==> src/rtl/ilie_pkg.sv <==
// shared types, widths and codes for the indexed list insert/erase unit
// no dependencies; every other file uses this package by scoped names
package ilie_pkg;

  localparam int DEPTH      = 16;
  localparam int WORD_WIDTH = 32;

  // fixed field widths of the stream payload
  localparam int KIND_W   = 2;
  localparam int POS_W    = 5;
  localparam int VALUE_W  = 32;
  localparam int STATUS_W = 2;
  localparam int COUNT_W  = 5;

  // internal widths
  localparam int CNT_W = $clog2(DEPTH + 1);
  localparam int IDX_W = $clog2(DEPTH);
  localparam int CMP_W = (POS_W > CNT_W) ? POS_W : CNT_W;
  localparam int EXT_W = (WORD_WIDTH > VALUE_W) ? WORD_WIDTH : VALUE_W;

  localparam int IN_DATA_W  = ((POS_W + VALUE_W + 7) / 8) * 8;
  localparam int OUT_DATA_W = ((STATUS_W + VALUE_W + COUNT_W + 7) / 8) * 8;

  // request kinds
  localparam logic [KIND_W-1:0] KIND_APPEND = 2'd0;
  localparam logic [KIND_W-1:0] KIND_INSERT = 2'd1;
  localparam logic [KIND_W-1:0] KIND_ERASE  = 2'd2;
  localparam logic [KIND_W-1:0] KIND_READ   = 2'd3;

  // result status codes
  localparam logic [STATUS_W-1:0] ST_DONE  = 2'd0;
  localparam logic [STATUS_W-1:0] ST_RANGE = 2'd1;
  localparam logic [STATUS_W-1:0] ST_FULL  = 2'd2;

  // controller to datapath commands
  typedef struct packed {
    logic load;  // capture the incoming request
    logic exec;  // carry out the captured request and load the result
  } dp_cmd_t;

endpackage

==> src/rtl/ilie_ctrl.sv <==
// controller state machine for the indexed list insert/erase unit
// depends on ilie_pkg (command struct)
module ilie_ctrl (
  input  logic             clk,
  input  logic             rst,
  input  logic             s_tvalid,
  output logic             s_tready,
  output logic             m_tvalid,
  input  logic             m_tready,
  output ilie_pkg::dp_cmd_t cmd
);

  localparam logic S_IDLE = 1'b0;
  localparam logic S_EXEC = 1'b1;

  logic state;
  logic state_next;
  logic out_valid;
  logic out_valid_next;
  logic accept;

  // a new item may enter in the idle state once the result slot is free or draining
  assign s_tready = (state == S_IDLE) && (!out_valid || m_tready);
  assign accept   = s_tvalid && s_tready;
  assign m_tvalid = out_valid;

  always_comb begin
    state_next     = state;
    out_valid_next = out_valid;
    cmd            = '0;
    if (out_valid && m_tready) begin
      out_valid_next = 1'b0;
    end
    unique case (state)
      S_IDLE: begin
        if (accept) begin
          cmd.load   = 1'b1;
          state_next = S_EXEC;
        end
      end
      S_EXEC: begin
        cmd.exec       = 1'b1;
        out_valid_next = 1'b1;
        state_next     = S_IDLE;
      end
      default: begin
        state_next = S_IDLE;
      end
    endcase
  end

  always_ff @(posedge clk) begin
    if (rst) begin
      state     <= S_IDLE;
      out_valid <= 1'b0;
    end else begin
      state     <= state_next;
      out_valid <= out_valid_next;
    end
  end

endmodule

==> src/rtl/ilie_datapath.sv <==
// list storage, request registers and result registers
// depends on ilie_pkg (widths, codes, command struct)
module ilie_datapath (
  input  logic                              clk,
  input  logic                              rst,
  input  ilie_pkg::dp_cmd_t                 cmd,
  input  logic [ilie_pkg::KIND_W-1:0]       kind,
  input  logic [ilie_pkg::POS_W-1:0]        position,
  input  logic signed [ilie_pkg::VALUE_W-1:0] value,
  output logic [ilie_pkg::STATUS_W-1:0]     status,
  output logic signed [ilie_pkg::VALUE_W-1:0] read_value,
  output logic [ilie_pkg::COUNT_W-1:0]      count
);

  logic [ilie_pkg::KIND_W-1:0]     req_kind;
  logic [ilie_pkg::CMP_W-1:0]      req_pos;
  logic [ilie_pkg::WORD_WIDTH-1:0] req_word;

  logic [ilie_pkg::WORD_WIDTH-1:0] entries [ilie_pkg::DEPTH];
  logic [ilie_pkg::WORD_WIDTH-1:0] entries_next [ilie_pkg::DEPTH];
  logic [ilie_pkg::CNT_W-1:0]      held_count;
  logic [ilie_pkg::CNT_W-1:0]      held_count_next;

  logic [ilie_pkg::CMP_W-1:0]      held_ext;
  logic                            full;
  logic [ilie_pkg::STATUS_W-1:0]   status_next;
  logic [ilie_pkg::VALUE_W-1:0]    rd_next;
  logic [ilie_pkg::WORD_WIDTH-1:0] rd_word;
  logic signed [ilie_pkg::EXT_W-1:0] rd_ext;

  assign held_ext = ilie_pkg::CMP_W'(held_count);
  assign full     = (held_count == ilie_pkg::CNT_W'(ilie_pkg::DEPTH));
  assign rd_word  = entries[req_pos[ilie_pkg::IDX_W-1:0]];
  assign rd_ext   = ilie_pkg::EXT_W'(signed'(rd_word));

  always_comb begin
    status_next     = ilie_pkg::ST_DONE;
    rd_next         = '0;
    held_count_next = held_count;
    for (int i = 0; i < ilie_pkg::DEPTH; i++) begin
      entries_next[i] = entries[i];
    end
    case (req_kind)
      ilie_pkg::KIND_APPEND: begin
        if (full) begin
          status_next = ilie_pkg::ST_FULL;
        end else begin
          for (int i = 0; i < ilie_pkg::DEPTH; i++) begin
            if (ilie_pkg::CMP_W'(i) == held_ext) entries_next[i] = req_word;
          end
          held_count_next = held_count + 1'b1;
        end
      end
      ilie_pkg::KIND_INSERT: begin
        if (req_pos > held_ext) begin
          status_next = ilie_pkg::ST_RANGE;
        end else if (full) begin
          status_next = ilie_pkg::ST_FULL;
        end else begin
          // every entry at or past the position moves up one cell
          for (int i = 0; i < ilie_pkg::DEPTH; i++) begin
            if (ilie_pkg::CMP_W'(i) == req_pos) begin
              entries_next[i] = req_word;
            end else if (i > 0 && ilie_pkg::CMP_W'(i) > req_pos &&
                         ilie_pkg::CMP_W'(i) <= held_ext) begin
              entries_next[i] = entries[(i > 0) ? i - 1 : 0];
            end
          end
          held_count_next = held_count + 1'b1;
        end
      end
      ilie_pkg::KIND_ERASE: begin
        if (req_pos >= held_ext) begin
          status_next = ilie_pkg::ST_RANGE;
        end else begin
          // later entries move down one cell
          for (int i = 0; i < ilie_pkg::DEPTH - 1; i++) begin
            if (ilie_pkg::CMP_W'(i) >= req_pos &&
                ilie_pkg::CMP_W'(i + 1) < held_ext) begin
              entries_next[i] = entries[i + 1];
            end
          end
          held_count_next = held_count - 1'b1;
        end
      end
      default: begin
        if (req_pos >= held_ext) begin
          status_next = ilie_pkg::ST_RANGE;
        end else begin
          rd_next = rd_ext[ilie_pkg::VALUE_W-1:0];
        end
      end
    endcase
  end

  always_ff @(posedge clk) begin
    if (cmd.load) begin
      req_kind <= kind;
      req_pos  <= ilie_pkg::CMP_W'(position);
      req_word <= ilie_pkg::WORD_WIDTH'($unsigned(value));
    end
    if (cmd.exec) begin
      for (int i = 0; i < ilie_pkg::DEPTH; i++) begin
        entries[i] <= entries_next[i];
      end
      status     <= status_next;
      read_value <= signed'(rd_next);
      count      <= ilie_pkg::COUNT_W'(held_count_next);
    end
  end

  always_ff @(posedge clk) begin
    if (rst) begin
      held_count <= '0;
    end else if (cmd.exec) begin
      held_count <= held_count_next;
    end
  end

endmodule

==> src/rtl/indexed_list_insert_erase_unit.sv <==
// indexed list insert/erase unit: ordered list of signed words with append,
// insert, erase and read at a position; one result item per request item
// a result becomes valid after the controller's capture then execute steps; a new item
// is taken only after the previous one is executed and while the result slot is free or draining
// reset (rst, synchronous, active high) empties the list and the result slot
// depends on ilie_pkg, ilie_ctrl and ilie_datapath
module indexed_list_insert_erase_unit (
  input  logic                                clk,
  input  logic                                rst,
  // request stream
  input  logic                                s_tvalid,
  output logic                                s_tready,
  input  logic [ilie_pkg::IN_DATA_W-1:0]      s_tdata,  // position[4:0], value[36:5], zero pad
  input  logic [ilie_pkg::KIND_W-1:0]         s_tuser,  // kind[1:0]
  // result stream
  output logic                                m_tvalid,
  input  logic                                m_tready,
  output logic [ilie_pkg::OUT_DATA_W-1:0]     m_tdata   // status[1:0], read_value[33:2],
                                                        // count[38:34], zero pad
);

  ilie_pkg::dp_cmd_t cmd;

  logic [ilie_pkg::POS_W-1:0]          in_position;
  logic signed [ilie_pkg::VALUE_W-1:0] in_value;
  logic [ilie_pkg::STATUS_W-1:0]       res_status;
  logic signed [ilie_pkg::VALUE_W-1:0] res_read_value;
  logic [ilie_pkg::COUNT_W-1:0]        res_count;

  // unpack the request item
  assign in_position = s_tdata[ilie_pkg::POS_W-1:0];
  assign in_value    = signed'(s_tdata[ilie_pkg::POS_W +: ilie_pkg::VALUE_W]);

  // sequencing: capture one item, execute it, hold its result until taken
  ilie_ctrl u_ctrl (
    .clk      (clk),
    .rst      (rst),
    .s_tvalid (s_tvalid),
    .s_tready (s_tready),
    .m_tvalid (m_tvalid),
    .m_tready (m_tready),
    .cmd      (cmd)
  );

  // list cells shift all at once, so each request completes in the controller's execute state
  ilie_datapath u_datapath (
    .clk        (clk),
    .rst        (rst),
    .cmd        (cmd),
    .kind       (s_tuser),
    .position   (in_position),
    .value      (in_value),
    .status     (res_status),
    .read_value (res_read_value),
    .count      (res_count)
  );

  // pack the result item, upper bits zero
  assign m_tdata = ilie_pkg::OUT_DATA_W'({res_count, res_read_value, res_status});

endmodule

==> config.mk <==
export PLATFORM = sky130hd
export DESIGN_NAME = indexed_list_insert_erase_unit
export DESIGN_NICKNAME = d
export VERILOG_FILES = /design/src/rtl/ilie_pkg.sv /design/src/rtl/ilie_ctrl.sv /design/src/rtl/ilie_datapath.sv /design/src/rtl/indexed_list_insert_erase_unit.sv
export SDC_FILE = /design/constraint.sdc
export NUM_CORES = 2
export LEC_CHECK = 0
export BUFFER_PORTS_ARGS = -buffer_cell sky130_fd_sc_hd__buf_4
export CAP_MARGIN = 20
export CORE_MARGIN = 2
export CORE_UTILIZATION = 41
export DETAILED_ROUTE_END_ITERATION = 6
export GPL_TIMING_DRIVEN = 0
export SLEW_MARGIN = 30
export SYNTH_ARGS = -nofsm -noshare
export SYNTH_HDL_FRONTEND = slang
export SYNTH_SLANG_ARGS = --single-unit
export TNS_END_PERCENT = 30
==> constraint.sdc <==
create_clock -name clk -period 10 [get_ports clk]
set_clock_uncertainty 0.15 [all_clocks]
set_input_delay 2 -clock clk [delete_from_list [all_inputs] [get_ports clk]]
set_output_delay 2 -clock clk [all_outputs]
set_load 0.02 [all_outputs]
Word-level counts from Yosys, hierarchy flattened
Memories as Yosys holds them, arrays and structs flattened. A register that Yosys moved wholly into a read port is not among the register bits.
Index checks and enable logic that the tools add are counted.
- memories kept: 1
- output and inout bits: 42
- logic and storage cells: 231
- register bits: 53
- memory bits (writable): 512
- $lt $le $gt $ge: 62
- multiplexer cells: 84
- bitwise operators: 1
- eq/ne operators: 33
- reductions and logical operators: 40
- $add $sub $neg: 2
- memory list (memory ; depth ; bits a word ; read ports ; clocked after Yosys merged registers in ; wr ports ; line ; text):
    u_datapath.entries ; 16 ; 32 ; 17 ; 1 ; 16 ; ilie_datapath.sv:19 ; logic [ilie_pkg::WORD_WIDTH-1:0] entries [ilie_pkg::DEPTH];
- operator list (operator ; count):
    two-way mux 32 bit ; 62
    two-way mux 512 bit ; 3
    one-hot mux 480 bit (3 select lines) ; 1
    two-way mux 480 bit ; 1
    == test 4 x 5 -> 1 bit, first input constant ; 16
    one-hot mux 32 bit (2 select lines) ; 1
    == test 3 x 5 -> 1 bit, first input constant ; 8
    > comparator 4 x 5 -> 1 bit, first input constant ; 8
    <= comparator 4 x 5 -> 1 bit, first input constant ; 8
    less-than comparator 4 x 5 -> 1 bit, first input constant ; 8
    greater-or-equal comparator 4 x 5 -> 1 bit, first input constant ; 7
    logical AND 1 bit ; 33
    == test 2 x 5 -> 1 bit, first input constant ; 4
    greater-or-equal comparator 3 x 5 -> 1 bit, first input constant ; 4
    > comparator 3 x 5 -> 1 bit, first input constant ; 4
    <= comparator 3 x 5 -> 1 bit, first input constant ; 4
    less-than comparator 3 x 5 -> 1 bit, first input constant ; 4
    two-way mux 5 bit ; 3
    one-hot mux 5 bit (3 select lines) ; 1
    == test 1 x 5 -> 1 bit, first input constant ; 2
    greater-or-equal comparator 1 x 5 -> 1 bit, first input constant ; 2
    greater-or-equal comparator 2 x 5 -> 1 bit, first input constant ; 2
    > comparator 2 x 5 -> 1 bit, first input constant ; 2
    <= comparator 2 x 5 -> 1 bit, first input constant ; 2
    22 further kinds ; 32

Logic depth before layout (Yosys ltp)
- word-level depth: 7
- depth in mapped cells: 11

Hierarchy
A second synthesis with hierarchy kept.
- cell total of the unflattened synthesis: 3122
- area, all modules: 34126.5 um^2
- by module, submodules not included (module ; cells each ; sequential area each (um^2) ; area each (um^2) ; instances):
    ilie_datapath ; 3111 ; 17817.1 ; 34010.1 ; 1
    ilie_ctrl ; 9 ; 40.0 ; 105.1 ; 1
    indexed_list_insert_erase_unit ; 2 ; 0.0 ; 11.3 ; 1

Worst setup path before layout
No wires, ideal clock.
- path kind: reg2reg
- start: register u_datapath.held_count[4] (netlist name)
- end: memory u_datapath.entries[13][0] (netlist bit), enable pin
- data arrival time: 6.995 ns
- slack: 2.261 ns
- path buffers: 1
- period minus slack after synthesis: 7.739 ns
- cell stages (with the launch flop): 10
- data required time: 9.256 ns
- cell sequence: dfxtp_1 -> inv_1 -> clkbuf_1 -> ha_1 -> a21oi_1 -> o21ai_0 -> o21a_1 -> o21ai_0 -> nand2_1 -> a2111oi_0
- RTL lines (element ; line):
    end: declaration ; ilie_datapath.sv:19

==> results.py <==
metrics = {
    "cts": {
        "cts_max_level": 3,
        "tritoncts": "done",
        "clock_sinks": 597,
        "postCtsSetupBuffers": 0,
        "clk_root_buffer_cell": "clkbuf_16",
        "cts_buffers": 72,
        "clk_pin_slew_ns": 0.06,
        "ctsResizeCount": 0,
        "ctsLongestPathBuffers": 3,
        "clock_latency_ns": 0.66,
        "holdBufCountCts": 0,
    },
    "worst_setup_path": {
        "crit_slowest_cell": "nor4_2",
        "critical_path.most_common_cell": "buf_2",
        "cp-end-kind": "flip-flop",
        "critPathLaunchType": "flip-flop",
        "max_stage_delay_ns": 0.58,
        "crit_type": "flip-flop to flip-flop",
        "cp_data_required_time_ns": 10.20,
        "worstRegToRegCells": 15,
        "r2r-start": "u_datapath.held_count[4]",
        "path_cells": "inv_1 -> clkbuf_1 -> ha_1 -> a21oi_1 -> o21ai_0 -> o21a_1 -> o21ai_0 -> nand2_1 -> nor4_2 -> buf_4 -> buf_2 -> buf_4 -> buf_2 -> buf_2 -> buf_2",
        "cp_max_fo": 10,
        "cp.arrival_ns": 5.27,
        "timing.rr.end": "u_datapath.entries[2][15]",
        "r2r_slack_ns": 4.93,
    },
    "final_layout": {
        "final_cell_mix": "edfxtp_1, a21oi_1, a22oi_1, o21ai_0, clkbuf_1",
        "multi_input_area_mm2": 0.01337,
        "final_common_cell": "edfxtp_1",
        "area_delta_synth_final_pct": 15.44,
        "nets": 3188,
        "drive_above_1_share_pct": 15.89,
        "fin_cells": 4248,
        "fill_cells": 7370,
        "regArea_mm2": 0.01786,
    },
    "pwr": {
        "swShare_pct": 31.58,
        "p_int_mw": 4.703,
        "switchingPower_mw": 2.170,
        "irDropWorstVdd_uv": 117.6,
        "power.density_mw_per_mm2": 179.8,
        "finalPower_mw": 6.874,
        "power_frac_seq_pct": 43.2,
        "clkPwrFrac_pct": 37.5,
        "p_leak_nw": 13.50,
        "comb_power_share_pct": 19.3,
    },
    "global_route": {
        "grt_pass1_wl_um": 243600,
        "grt-ovfl-total": 0,
        "met3_usage_pct": 12.69,
        "track_usage_pct": 42.55,
        "grt_pass1_vias": 30480,
        "use_met2_pct": 63.67,
        "grt.met1_usage_pct": 50.35,
        "grt_antenna_before_repair": 8,
        "busiest_layer": "met2",
        "grt_max_degree": 41,
    },
    "status": {
        "status": "finished with violations",
        "failed_checks": "DRC",
    },
    "synthesis": {
        "synth_cell_types": 67,
        "yosysSeqAreaShare_pct": 53.92,
        "synth-async-reset-ratio_pct": 0,
        "synth_seq_cells": 597,
        "syn_inst": 2897,
        "syn_avg_cell_area_um2": 11.43,
        "mappedNetlistArea_mm2": 0.03312,
        "synthesis.nets": 2957,
        "synth_edf_count": 590,
        "synth_ff_type": "edfxtp_1",
        "yosys_warnings": 0,
    },
    "timing": {
        "setup_viol": 0,
        "maxSlewViolCount": 0,
        "max_freq_ghz": 0.1971,
        "rsz0062_at_grt": "no",
        "timing.hold.ws_ns": 0.3980,
        "hold_viol": 0,
        "relSlewSlack_pct": 21.24,
        "period_minus_slack_ns": 5.073,
        "finalCritPeriodShare_pct": 50.73,
        "worstMarginPinSlew_ns": 1.174,
    },
    "floorplan": {
        "dieArea_mm2": 0.08306,
        "io_pins": 88,
        "die_x_um": 288.2,
        "core_area_mm2": 0.08029,
        "initial_core_util_pct": 41.25,
        "rows": 104,
        "die_h_um": 288.2,
    },
    "hold_path": {
        "hp-class": "flip-flop to flip-flop",
        "whs_endpoint": "u_ctrl.m_tvalid",
        "whs_path_depth": 2,
        "min-delay-start": "u_ctrl.m_tvalid",
    },
    "detailed_routing": {
        "drt_iter0_drc": 6554,
        "viasPerCell": 7.409,
        "final_antenna_net_count": 0,
        "route.vias.total": 31470,
        "routed_wl_um": 180000,
        "remaining_drc_errors": 52,
        "firstDrtPassIters": 7,
        "post_drt_wl_per_cell_um": 42.36,
    },
    "job": {
        "cap_viol_max_count": 0,
    },
    "placement": {
        "gp_congestion": 1.050,
        "port_buffers": 83,
        "dp_hpwl_um": 130800,
        "place_inst": 4113,
    },
}
## cell families (layout without fill, tap and decap cells)
| logic type | after synthesis | in the layout | synth area share (%) |
|---|---|---|---|
| AO/OA/AOI/OAI | 1306 | 1306 | 26.19 |
| flip-flops | 597 | 597 | 53.92 |
| buffers and inverters | 511 | 798 | 6.196 |
| AND/OR/NAND/NOR | 241 | 241 | 3.744 |
| multiplexers | 226 | 226 | 9.374 |
| adder cells (fa/ha/maj) | 14 | 14 | 0.5290 |
| other | 1 | 5 | 0.01132 |
| XOR/XNOR | 1 | 1 | 0.02645 |
## metrics by stage
step	instance area [um^2]	setup TNS (ns)	setup slack (ns)	util [%]
floorplan	33120	0	2.261	-
detailed placement	35980	0	5.077	44.81
global placement	35060	-264.49	-5.139	43.67
global route	38220	0	4.718	47.60
CTS	38190	0	5.061	47.56
finish	38230	0	4.927	47.62
## registers in the layout, indices dropped and copies added, names as in the netlist
signal / count
u_ctrl.m_tvalid: 1
u_ctrl.state: 1
u_datapath.count: 5
u_datapath.entries: 512
u_datapath.held_count: 5
u_datapath.read_value: 32
u_datapath.req_kind: 2
u_datapath.req_pos: 5
u_datapath.req_word: 32
u_datapath.status: 2
## routing by layer
| layer | wire (um) | vias to the layer above |
|---|---|---|
| met1 | 60960 | 15420 |
| met2 | 77010 | 3102 |
| li1 | - | 12160 |
| met5 | 49 | - |
| met4 | 18630 | 8 |
| met3 | 23310 | 784 |
## synthesized netlist by cell type, drive strengths merged (2+ instances only)
library cell	n	area [um^2]
o31ai	6	45.04
a222oi	154	1541
a21o	2	15.01
dfxtp	7	140.1
a311oi	2	17.52
o221ai	64	560.5
nor2	55	236.5
edfxtp	590	17720
a22o	33	289.0
inv	169	634.4
and4	2	17.52
mux2	33	371.6
nand4	2	12.51
a211oi	42	320.3
o21a	4	30.03
a31oi	5	31.28
nand3	5	25.02
and3	4	25.02
nor2b	39	244.0
nand2	89	334.1
nor3	17	101.4
o22ai	39	244.0
or3	2	17.52
a21oi	322	1612
clkbuf	250	938.4
mux4	64	1441
nand3b	3	22.52
and2	6	37.54
clkinv	2	7.510
buf	90	471.7
nor4	6	82.58
a2111oi	2	18.77
ha	14	175.2
nand2b	6	37.54
a22oi	294	2207
mux2i	129	1291
o21ai	323	1617
a221oi	3	26.28
## critical path, delay by kind of cell, from the launching register on
family                   cells  cell delay [ns]
adder cells (fa/ha/maj)      1             0.38
AND/OR/NAND/NOR              2             0.87
buffers and inverters        8             2.00
flip-flops                   1             0.36
AO/OA/AOI/OAI                4             1.02
## worst max-delay path by stage
stage,endpoint,from,depth (start not counted)
floorplan,u_datapath.entries[13][0],u_datapath.held_count[4],9
global placement,u_datapath.entries[13][13],u_ctrl.state,4
detailed placement,u_datapath.entries[8][18],u_datapath.held_count[1],14
CTS,u_datapath.entries[8][15],u_datapath.held_count[1],14
global route,u_datapath.entries[9][14],u_datapath.held_count[1],16
finish,u_datapath.entries[2][15],u_datapath.held_count[4],15
## area by class of cell
class	instances	share of cell area (%)
flip-flops and latches	597	46.72
multi-input cells	1789	34.97
clock buffers	92	5.102
plain buffers	340	3.819
repair buffers	157	3.538
well taps	1060	3.469
inverters	171	1.679
clock inverters	38	0.6775
diodes	4	0.02618
## power by group through the flow
stage                     clock network [mW]  registers [mW]  logic [mW]
after global routing                    2.66            2.97        1.35
after detailed placement                   0            3.02        1.24
final                                   2.58            2.97        1.33
after CTS                               2.56            2.96        1.25
after global placement                     0            3.03        1.20
after floorplan                            0            3.00       0.684
Note: power is estimated with default switching activity, not from simulation.
